--- config.mk ---
export PLATFORM = sky130hd
export DESIGN_NAME = serial_frame_receiver_flat
export DESIGN_NICKNAME = d
export VERILOG_FILES = /design/src/sfr_pkg.sv /design/src/sfr_channels.sv /design/src/sfr_parser.sv /design/src/sfr_out_buf.sv /design/src/serial_frame_receiver.sv /design/src/flat_wrapper.sv
export SDC_FILE = /design/constraint.sdc
export NUM_CORES = 1
export LEC_CHECK = 0
export BUFFER_PORTS_ARGS = -buffer_cell sky130_fd_sc_hd__buf_2
export CAP_MARGIN = 20
export CORE_UTILIZATION = 28
export DETAILED_ROUTE_END_ITERATION = 12
export PLACE_DENSITY_LB_ADDON = 0.08
export SLEW_MARGIN = 10
export SYNTH_ARGS = -nofsm -noshare
export SYNTH_HDL_FRONTEND = slang
export SYNTH_SLANG_ARGS = --single-unit
--- constraint.sdc ---
create_clock -name clk -period 5.4 [get_ports clk]
set_input_delay 1.08 -clock clk [delete_from_list [all_inputs] [get_ports clk]]
set_output_delay 1.08 -clock clk [all_outputs]
set_load 0.01 [all_outputs]
--- src/sfr_pkg.sv ---
// Shared types, constants and the CRC-32 byte update for the serial frame receiver.
// Depends on nothing; the parser, output buffer and top level import it.
package sfr_pkg;

  localparam int unsigned HEADER_BYTES = 13;

  localparam logic [7:0]  MARK0 = 8'h55;
  localparam logic [7:0]  MARK1 = 8'h61;
  localparam logic [7:0]  MARK2 = 8'h72;
  localparam logic [7:0]  MARK3 = 8'h54;

  localparam logic [3:0]  HC_MARKER_DONE = 4'd4;
  localparam logic [3:0]  HC_CRC_START   = 4'd8;
  localparam logic [3:0]  HC_LEN_POS     = 4'd12;

  localparam logic [31:0] CRC_POLY = 32'hEDB88320;
  localparam logic [31:0] CRC_INIT = 32'hFFFFFFFF;

  typedef enum logic [2:0] {
    PH_HUNT   = 3'd0,
    PH_HEADER = 3'd1,
    PH_BODY   = 3'd2
  } phase_t;

  typedef struct packed {
    logic [7:0]  body_byte;
    logic [31:0] command;
    logic [7:0]  byte_index;
    logic        frame_last;
    logic        empty_frame;
    logic        crc_ok;
  } sfr_result_t;

  function automatic logic [7:0] marker_byte(input logic [1:0] pos);
    logic [7:0] m;
    case (pos)
      2'd0:    m = MARK0;
      2'd1:    m = MARK1;
      2'd2:    m = MARK2;
      default: m = MARK3;
    endcase
    return m;
  endfunction

  function automatic logic [31:0] crc_byte(input logic [31:0] crc, input logic [7:0] b);
    logic [31:0] c;
    c = crc ^ {24'd0, b};
    for (int i = 0; i < 8; i++) begin
      if (c[0]) begin
        c = (c >> 1) ^ CRC_POLY;
      end else begin
        c = c >> 1;
      end
    end
    return c;
  endfunction

endpackage

--- src/sfr_channels.sv ---
// Valid/ready channel interfaces for the serial frame receiver.
// Depends on nothing.
interface sfr_in_if;
  logic       valid;
  logic       ready;
  logic [7:0] rx_byte;

  modport source (output valid, output rx_byte, input ready);
  modport sink   (input valid, input rx_byte, output ready);
endinterface

interface sfr_out_if;
  logic        valid;
  logic        ready;
  logic [7:0]  body_byte;
  logic [31:0] command;
  logic [7:0]  byte_index;
  logic        frame_last;
  logic        empty_frame;
  logic        crc_ok;

  modport source (output valid, output body_byte, output command, output byte_index,
                  output frame_last, output empty_frame, output crc_ok, input ready);
  modport sink   (input valid, input body_byte, input command, input byte_index,
                  input frame_last, input empty_frame, input crc_ok, output ready);
endinterface

--- src/sfr_parser.sv ---
// Frame parser: marker hunt, header assembly, body CRC, one result per body byte (one result for an empty frame).
// Depends on sfr_pkg.
module sfr_parser (
  input  logic                clk,
  input  logic                rst_n,
  input  logic                in_fire,
  input  logic [7:0]          rx_byte,
  output logic                res_valid,
  output sfr_pkg::sfr_result_t res
);
  import sfr_pkg::*;

  phase_t      phase_r, phase_nxt;
  logic [3:0]  hc_r, hc_nxt;
  logic [31:0] cmd_r, cmd_nxt;
  logic [31:0] exp_r, exp_nxt;
  logic [7:0]  len_r, len_nxt;
  logic [7:0]  cnt_r, cnt_nxt;
  logic [31:0] crc_r, crc_nxt;

  logic [3:0]  hunt_hc;
  logic [31:0] crc_upd;
  logic [8:0]  idx_inc;
  logic        body_last;

  assign crc_upd   = crc_byte(crc_r, rx_byte);
  assign idx_inc   = {1'b0, cnt_r} + 9'd1;
  assign body_last = (idx_inc >= {1'b0, len_r});
  assign hunt_hc   = (hc_r > 4'd3) ? 4'd0 : hc_r;

  always_comb begin
    phase_nxt = phase_r;
    hc_nxt    = hc_r;
    cmd_nxt   = cmd_r;
    exp_nxt   = exp_r;
    len_nxt   = len_r;
    cnt_nxt   = cnt_r;
    crc_nxt   = crc_r;
    res_valid = 1'b0;
    res       = '0;
    case (phase_r)
      PH_HEADER: begin
        if (hc_r >= HC_MARKER_DONE && hc_r < HC_CRC_START) begin
          cmd_nxt[8*hc_r[1:0] +: 8] = cmd_r[8*hc_r[1:0] +: 8] | rx_byte;
          hc_nxt = hc_r + 4'd1;
        end else if (hc_r >= HC_CRC_START && hc_r < HC_LEN_POS) begin
          exp_nxt[8*hc_r[1:0] +: 8] = exp_r[8*hc_r[1:0] +: 8] | rx_byte;
          hc_nxt = hc_r + 4'd1;
        end else begin
          len_nxt = rx_byte;
          cnt_nxt = 8'd0;
          crc_nxt = CRC_INIT;
          hc_nxt  = 4'd0;
          if (rx_byte == 8'd0) begin
            phase_nxt       = PH_HUNT;
            res_valid       = 1'b1;
            res.command     = cmd_r;
            res.frame_last  = 1'b1;
            res.empty_frame = 1'b1;
            res.crc_ok      = (exp_r == 32'd0);
          end else begin
            phase_nxt = PH_BODY;
          end
        end
      end
      PH_BODY: begin
        crc_nxt        = crc_upd;
        cnt_nxt        = idx_inc[7:0];
        res_valid      = 1'b1;
        res.body_byte  = rx_byte;
        res.command    = cmd_r;
        res.byte_index = cnt_r;
        res.frame_last = body_last;
        res.crc_ok     = body_last && ((crc_upd ^ CRC_INIT) == exp_r);
        if (body_last) begin
          phase_nxt = PH_HUNT;
          hc_nxt    = 4'd0;
        end
      end
      default: begin
        phase_nxt = PH_HUNT;
        if (rx_byte == marker_byte(hunt_hc[1:0])) begin
          hc_nxt = hunt_hc + 4'd1;
        end else begin
          hc_nxt = (rx_byte == MARK0) ? 4'd1 : 4'd0;
        end
        if (hc_nxt == HC_MARKER_DONE) begin
          phase_nxt = PH_HEADER;
          cmd_nxt   = 32'd0;
          exp_nxt   = 32'd0;
        end
      end
    endcase
  end

  always_ff @(posedge clk) begin
    if (!rst_n) begin
      phase_r <= PH_HUNT;
      hc_r    <= 4'd0;
      cmd_r   <= 32'd0;
      exp_r   <= 32'd0;
      len_r   <= 8'd0;
      cnt_r   <= 8'd0;
      crc_r   <= CRC_INIT;
    end else if (in_fire) begin
      phase_r <= phase_nxt;
      hc_r    <= hc_nxt;
      cmd_r   <= cmd_nxt;
      exp_r   <= exp_nxt;
      len_r   <= len_nxt;
      cnt_r   <= cnt_nxt;
      crc_r   <= crc_nxt;
    end
  end

endmodule

--- src/sfr_out_buf.sv ---
// Result register with a skid stage so input transfers continue while a result waits.
// Depends on sfr_pkg.
module sfr_out_buf (
  input  logic                clk,
  input  logic                rst_n,
  input  logic                push,
  input  sfr_pkg::sfr_result_t push_data,
  output logic                space,
  output logic                out_valid,
  input  logic                out_ready,
  output sfr_pkg::sfr_result_t out_data
);
  import sfr_pkg::*;

  logic        main_v_r, skid_v_r;
  sfr_result_t main_r, skid_r;

  assign space     = !skid_v_r;
  assign out_valid = main_v_r;
  assign out_data  = main_r;

  always_ff @(posedge clk) begin
    if (!rst_n) begin
      main_v_r <= 1'b0;
      skid_v_r <= 1'b0;
    end else if (!main_v_r || out_ready) begin
      if (skid_v_r) begin
        main_v_r <= 1'b1;
        skid_v_r <= push;
      end else begin
        main_v_r <= push;
      end
    end else if (push) begin
      skid_v_r <= 1'b1;
    end
  end

  always_ff @(posedge clk) begin
    if (!main_v_r || out_ready) begin
      if (skid_v_r) begin
        main_r <= skid_r;
        skid_r <= push_data;
      end else begin
        main_r <= push_data;
      end
    end else if (push) begin
      skid_r <= push_data;
    end
  end

endmodule

--- src/serial_frame_receiver.sv ---
// Serial frame receiver top level: marker hunt, header parse, CRC-32 checked body output.
// Depends on sfr_pkg, sfr_channels, sfr_parser and sfr_out_buf.
//
//   channel   dir  payload
//   in_ch     in   rx_byte
//   out_ch    out  body_byte, command, byte_index, frame_last, empty_frame, crc_ok
//
// One byte transfers per cycle while the output buffer has space; each result is registered there before out_ch.
// The byte-wide CRC update and the header/marker logic are combinational.
// Synchronous active-low reset returns the parser to marker hunt.
// A two-entry output buffer keeps in_ch ready while one result stalls on out_ch.
module serial_frame_receiver (
  input  logic            clk,
  input  logic            rst_n,
  sfr_in_if.sink          in_ch,
  sfr_out_if.source       out_ch
);
  import sfr_pkg::*;

  logic        in_fire;
  logic        res_valid;
  logic        space;
  sfr_result_t res;
  sfr_result_t out_data;

  assign in_ch.ready = space;
  assign in_fire     = in_ch.valid && space;

  sfr_parser u_parser (
    .clk       (clk),
    .rst_n     (rst_n),
    .in_fire   (in_fire),
    .rx_byte   (in_ch.rx_byte),
    .res_valid (res_valid),
    .res       (res)
  );

  sfr_out_buf u_out_buf (
    .clk       (clk),
    .rst_n     (rst_n),
    .push      (in_fire && res_valid),
    .push_data (res),
    .space     (space),
    .out_valid (out_ch.valid),
    .out_ready (out_ch.ready),
    .out_data  (out_data)
  );

  assign out_ch.body_byte   = out_data.body_byte;
  assign out_ch.command     = out_data.command;
  assign out_ch.byte_index  = out_data.byte_index;
  assign out_ch.frame_last  = out_data.frame_last;
  assign out_ch.empty_frame = out_data.empty_frame;
  assign out_ch.crc_ok      = out_data.crc_ok;

endmodule
--- src/flat_wrapper.sv ---
// flat-port wrapper written by rule: the top's interface ports become plain ports
module serial_frame_receiver_flat import sfr_pkg::*;
  (clk, rst_n, in_ch_valid, in_ch_rx_byte, in_ch_ready, out_ch_valid, out_ch_body_byte, out_ch_command, out_ch_byte_index, out_ch_frame_last, out_ch_empty_frame, out_ch_crc_ok, out_ch_ready);
  sfr_in_if in_ch_i ();
  sfr_out_if out_ch_i ();
  input  logic clk;
  input  logic rst_n;
  input wire logic [$bits(in_ch_i.valid)-1:0] in_ch_valid;
  input wire logic [$bits(in_ch_i.rx_byte)-1:0] in_ch_rx_byte;
  output wire logic [$bits(in_ch_i.ready)-1:0] in_ch_ready;
  output wire logic [$bits(out_ch_i.valid)-1:0] out_ch_valid;
  output wire logic [$bits(out_ch_i.body_byte)-1:0] out_ch_body_byte;
  output wire logic [$bits(out_ch_i.command)-1:0] out_ch_command;
  output wire logic [$bits(out_ch_i.byte_index)-1:0] out_ch_byte_index;
  output wire logic [$bits(out_ch_i.frame_last)-1:0] out_ch_frame_last;
  output wire logic [$bits(out_ch_i.empty_frame)-1:0] out_ch_empty_frame;
  output wire logic [$bits(out_ch_i.crc_ok)-1:0] out_ch_crc_ok;
  input wire logic [$bits(out_ch_i.ready)-1:0] out_ch_ready;
  assign in_ch_i.valid = in_ch_valid;
  assign in_ch_i.rx_byte = in_ch_rx_byte;
  assign in_ch_ready = in_ch_i.ready;
  assign out_ch_valid = out_ch_i.valid;
  assign out_ch_body_byte = out_ch_i.body_byte;
  assign out_ch_command = out_ch_i.command;
  assign out_ch_byte_index = out_ch_i.byte_index;
  assign out_ch_frame_last = out_ch_i.frame_last;
  assign out_ch_empty_frame = out_ch_i.empty_frame;
  assign out_ch_crc_ok = out_ch_i.crc_ok;
  assign out_ch_i.ready = out_ch_ready;
  serial_frame_receiver u_core (.clk(clk), .rst_n(rst_n), .in_ch(in_ch_i), .out_ch(out_ch_i));
endmodule
Yosys cells after proc, flatten, opt, wreduce, memory -nomap -nowiden. Index checks and enable logic that the tools add are counted.

Flip-flop bits (word level): 223. Logic and storage cells: 149.

Add/sub/neg operators: 4. Order comparisons: 6. Eq/ne operators: 14. Shift operators: 5. Mux-type cells: 62. Bitwise logic cells: 15. Reductions and logical operators: 22.

Operators by type and width (number): $mux 32 (17); $pmux 32 s2 (4); $mux 51 (4); $not 13->14 (8); $shiftx 8x34->32 (2); $bwmux 32 (2); $shiftx 32x6->8 (2); $mux 8 (5); $neg 5->34 (1); $shift 8x34->32 const A (1); $eq 32x32->1 (1); $logic_not 32->1 (1); $not 32->32 (1); $xor 32x8->32 (1); $mux 4 (6); $mux 3 (6); $pmux 6 s3 (1); $or 8x8->8 (2); $pmux 8 s2 (1); $reduce_and 4->1 (4); $ne 2x2->1 const B (6); $mux 1 (10); $add 8x1->9 const B (1); $ge 9x8->1 (1); other kinds (26) (40).

Logic depth before layout (Yosys ltp).
Word-level depth: 23. Mapped depth: 14.

Hierarchy. From an unflattened synthesis, not the netlist that was laid out.

Cells, all modules: 1035. Area total of the unflattened synthesis: 11571.1 um^2.

Modules (own cells, without submodules): sfr_parser (times used 1, cells an instance 863, area each 7548.5 um^2, seq. area each 2362.3 um^2); sfr_out_buf (times used 1, cells an instance 170, area each 4010.1 um^2, seq. area each 3103.0 um^2); serial_frame_receiver (times used 1, cells an instance 2, area each 12.5 um^2, seq. area each 0.0 um^2).

Worst setup path before layout. OpenSTA, ideal clock, no wires.

Path kind: input -> register. Start: input in_ch_rx_byte[7]. End: register u_core.u_out_buf.skid_r[0] (netlist bit), enable pin. Library setup time: 0.410 ns. Data arrival time: 4.113 ns. Setup slack: 0.877 ns. Stages on the path: 8. Cell sequence: clkbuf_2 -> nor4_1 -> nand2_1 -> or4b_2 -> a21oi_1 -> clkbuf_1 -> nand3_1 -> nand2_1.

Longest elaborated chain between the ends: 8.

Ends and longest elaborated chain: from (decl) (line flat_wrapper.sv:9) `input wire logic [$bits(in_ch_i.rx_byte)-1:0] in_ch_rx_byte;`; $logic_not 8->1 (line sfr_parser.sv:54) `if (rx_byte == 8'd0) begin`; $mux 1 (line sfr_parser.sv:54); $mux 1 (line sfr_parser.sv:46) `end else if (hc_r >= HC_CRC_START && hc_r < HC_LEN_POS) begin`; $mux 1 (line sfr_parser.sv:43) `if (hc_r >= HC_MARKER_DONE && hc_r < HC_CRC_START) begin`; $pmux 1 s2 (line sfr_parser.sv:41) `case (phase_r)`; $logic_and 1x1->1 (line serial_frame_receiver.sv:41) `.push (in_fire && res_valid),`; $reduce_bool 2->1 (no line); $reduce_and 2->1 (no line); to (signal assigned) (line sfr_out_buf.sv:42) `skid_r <= push_data;`; to (signal assigned) (line sfr_out_buf.sv:47) `skid_r <= push_data;`; to (decl) (line sfr_out_buf.sv:16) `sfr_result_t main_r, skid_r;`.

No other way between the ends. A chain may end at the register's enable or synchronous reset.

Worst setup path in the final report.
Start: register u_core.u_parser.hc_r[2]. End: register u_core.u_parser.cmd_r[25].

Longest elaborated chain between the ends: 11.

Ends and longest elaborated chain: from (decl) (line sfr_parser.sv:14) `logic [3:0] hc_r, hc_nxt;`; from (signal assigned) (line sfr_parser.sv:107) `hc_r <= hc_nxt;`; $gt 4x2->1 (line sfr_parser.sv:29) `assign hunt_hc = (hc_r > 4'd3) ? 4'd0 : hc_r;`; $mux 4 (line sfr_parser.sv:29); $eq 2x2->1, or another cell as far along (line sfr_pkg.sv:36) `case (pos)`; $pmux 6 s3 (line sfr_pkg.sv:36); $mux 8 (line sfr_parser.sv:41); $eq 8x8->1 (line sfr_parser.sv:82) `if (rx_byte == marker_byte(hunt_hc[1:0])) begin`; $mux 4 (line sfr_parser.sv:82); $mux 4 (line sfr_parser.sv:41); $eq 4x3->1 (line sfr_parser.sv:87) `if (hc_nxt == HC_MARKER_DONE) begin`; $reduce_bool 2->1 (no line); $reduce_and 4->1 (no line) *; to (signal assigned) (line sfr_parser.sv:108) `cmd_r <= cmd_nxt;`; to (decl) (line sfr_parser.sv:15) `logic [31:0] cmd_r, cmd_nxt;`.

Mark *: on every way between the ends. The rest lies on a longest branch, timed or not. The select of a mux whose other input is x is not followed.

==> metrics.yaml <==
drt-pass1-iter-count: 4
setup.worst_path.start_class: "register"
leakage_nw: 4.71
syn-num-nets: 1057
fin_tns_setup_ns: 0
hold_class: "register to register"
power_density_nw_per_um2: 286
ys_ff_latch: 222
timing.final.crit_share: 0.734
die_x_um: 202
wl_per_cell_um: 18.8
vias: 7452
diodes: 0
area_growth_pct: 14.7
yosysMostFrequentCell: "nand2_1"
hold_viol_final: 0
grt_pass1_vias: 7569
drt_iter0_drc: 344
fill_cells: 4036
yosysTopAreaCell: "edfxtp_1"
hpwlAfterDp_um: 21000
cp.required_ns: 5.85
cp.arrival_ns: 4.42
synth_top_cell_area_share: 0.272
placedCellCount: 1565
synthCells: 1024
layout.cells.non_filler: 1613
die_area_um2: 41000
wirelength_um: 30300
cp_cell_sequence: "inv_1, ha_1, nand2_1, inv_1, ha_1, nand3_1, a211o_1, nor4_1, nand2b_1, a211oi_2, nand2_1, or3_1, a21boi_0"
cts.clk_slew.worst_paths_ns: 0.06
hp-start: "u_core.u_parser.cmd_r[4]"
fmax_ghz: 0.252
clockBufferDepth: 3
multiInputGateArea_um2: 5490
rsz0062_at_grt: "false"
timing.final.ws_setup_ns: 1.43
grt_first_pass_wirelength_um: 47600
layout_min_cycle_time_ns: 3.97
cts_root_buf: "clkbuf_16"
synth_warnings: 0
htreeDepth: 1
gr-total-overflow: 0
ctsResizeCount: 0
syn_area_um2: 11300
grt_max_degree: 67
seq_area_um2: 5470
nNetsFinal: 1102
yosys_most_used_dff: "dfxtp_1"
yosysSeqAreaShare: 0.486
maxCapViolCount: 0
crit_type: "register to register"
slowest_stage: "dfxtp_1"
setup-violations-final: 0
grt_use_total: 0.150
num_rows: 73
max-vdd-ir-drop_uv: 247
post-cts-setup-buffer-count: 0
antenna_found_initial: 0
finClkSkew_ns: 0.0244
cts_buffers: 27
pre_cts_ws_ns: 1.24
die_h_um: 202
final_max_slew_viol_count: 0
drc: 0
synth_edf_count: 102
synth_cell_type_count: 59
portBuffers: 64
postCtsHoldBufs: 0
ioPinCount: 65
cts_sinks: 222
drt-vias-per-instance: 4.62
tightest_slew_ns: 0.962
gp_congestion: 0.799
status: "finished, final reports clean"
drive_gt1_frac: 0.188
clock_latency_ns: 0.55
crit_fanout: 16
placeableCoreArea_um2: 39700
synth.area.top_cells: "edfxtp_1 (27%), dfxtp_1 (21%), xnor2_1 (5.6%)"
synth_common_cells: "nand2_1 (129), dfxtp_1 (120), edfxtp_1 (102), xnor2_1 (72), a21boi_0 (66)"
slew_headroom: 0.355
synth.avg_cell_area_um2: 11.0
cts_tree: "yes"
reg2reg_from: "u_core.u_parser.hc_r[2]"
start_util: 0.283
critPathLaunch: "u_core.u_parser.hc_r[2]"
synth-async-reset-ratio: 0
final_antenna_net_count: 0
cp-end-kind: "register"
crit_path_max_incr_delay_ns: 0.47
[flip-flops by register name, summed over array words and instances (netlist names), 2 cells and up]
| name | cells |
|---|---|
| u_core.u_parser.exp_r | 32 |
| u_core.u_parser.cnt_r | 8 |
| u_core.u_parser.phase_r | 2 |
| u_core.u_parser.hc_r | 4 |
| u_core.u_parser.cmd_r | 32 |
| u_core.u_parser.crc_r | 32 |
| u_core.u_parser.len_r | 8 |
| u_core.u_out_buf.out_data | 51 |
| u_core.u_out_buf.skid_r | 51 |
[final timing paths]
path	slack (ns)	depth (start not counted)	to
worst min-delay path	0.47	2	u_core.u_parser.cmd_r[4]
worst min register to register	0.47	2	u_core.u_parser.cmd_r[4]
worst max register to register	1.43	13	u_core.u_parser.cmd_r[25]
worst max-delay path	1.43	13	u_core.u_parser.cmd_r[25]
[critical path, delay by kind of cell (launching register included)]
family,cells,cell delay [ns]
compound gates,3,0.76
buf+inv,2,0.22
simple gates,6,1.78
fa+ha+maj,2,0.64
flops,1,0.47
[cell families (layout without fill, tap and decap cells)]
logic type	Yosys count	in the layout	synth area share
mux	75	75	0.0899
flops	222	222	0.486
buf+inv	80	144	0.0279
fa+ha+maj	21	21	0.0233
compound gates	145	145	0.0903
xor+xnor	119	119	0.116
simple gates	362	362	0.167
[metal layers]
| layer | vias to the layer above | global-route usage | share of wire |
|---|---|---|---|
| li1 | 3716 | - | - |
| met1 | 3564 | 0.212 | 0.49 |
| met2 | 125 | 0.237 | 0.45 |
| met3 | 47 | 0.0222 | 0.036 |
| met4 | 0 | 0.0432 | 0.023 |
| met5 | - | 0 | 0 |
[placed cells by master (no fill, tap or decap), types with 21 or more instances in the layout]
master	instances
mux2_2	49
nor2_1	23
dfxtp_1	120
or3_1	65
a21boi_0	66
clkbuf_16	27
and2_1	50
nand2_1	128
buf_2	64
ha_1	21
o22ai_1	28
xor2_1	28
xnor2_1	72
edfxtp_1	102
[stage by stage]
stage	util	total power [mW]	hold slack [ns]	instance area, um2
3_5_place_dp	0.305	2.05	0.470	12100
5_1_grt	0.325	3.84	0.510	12900
6_report	0.325	3.69	0.470	12900
2_1_floorplan	-	1.98	0.436	11300
3_3_place_gp	0.305	2.05	0.462	12100
4_1_cts	0.325	3.76	0.476	12900
[power breakdown]
group	internal [mW]	switching (mW)	leakage, nW
registers	1.74	0.00192	2.15
clock network	0.974	0.703	0.391
logic	0.113	0.151	2.17
[layout make-up]
type / count / area share
Multi-Input combinational cell: 722 / 0.425
Sequential cell: 222 / 0.423
Clock buffer: 36 / 0.0557
Tap cell: 525 / 0.0509
Timing Repair Buffer: 77 / 0.0333
Clock inverter: 12 / 0.00630
Inverter: 19 / 0.00552
No activity file was read; power rests on OpenSTA's default activity.
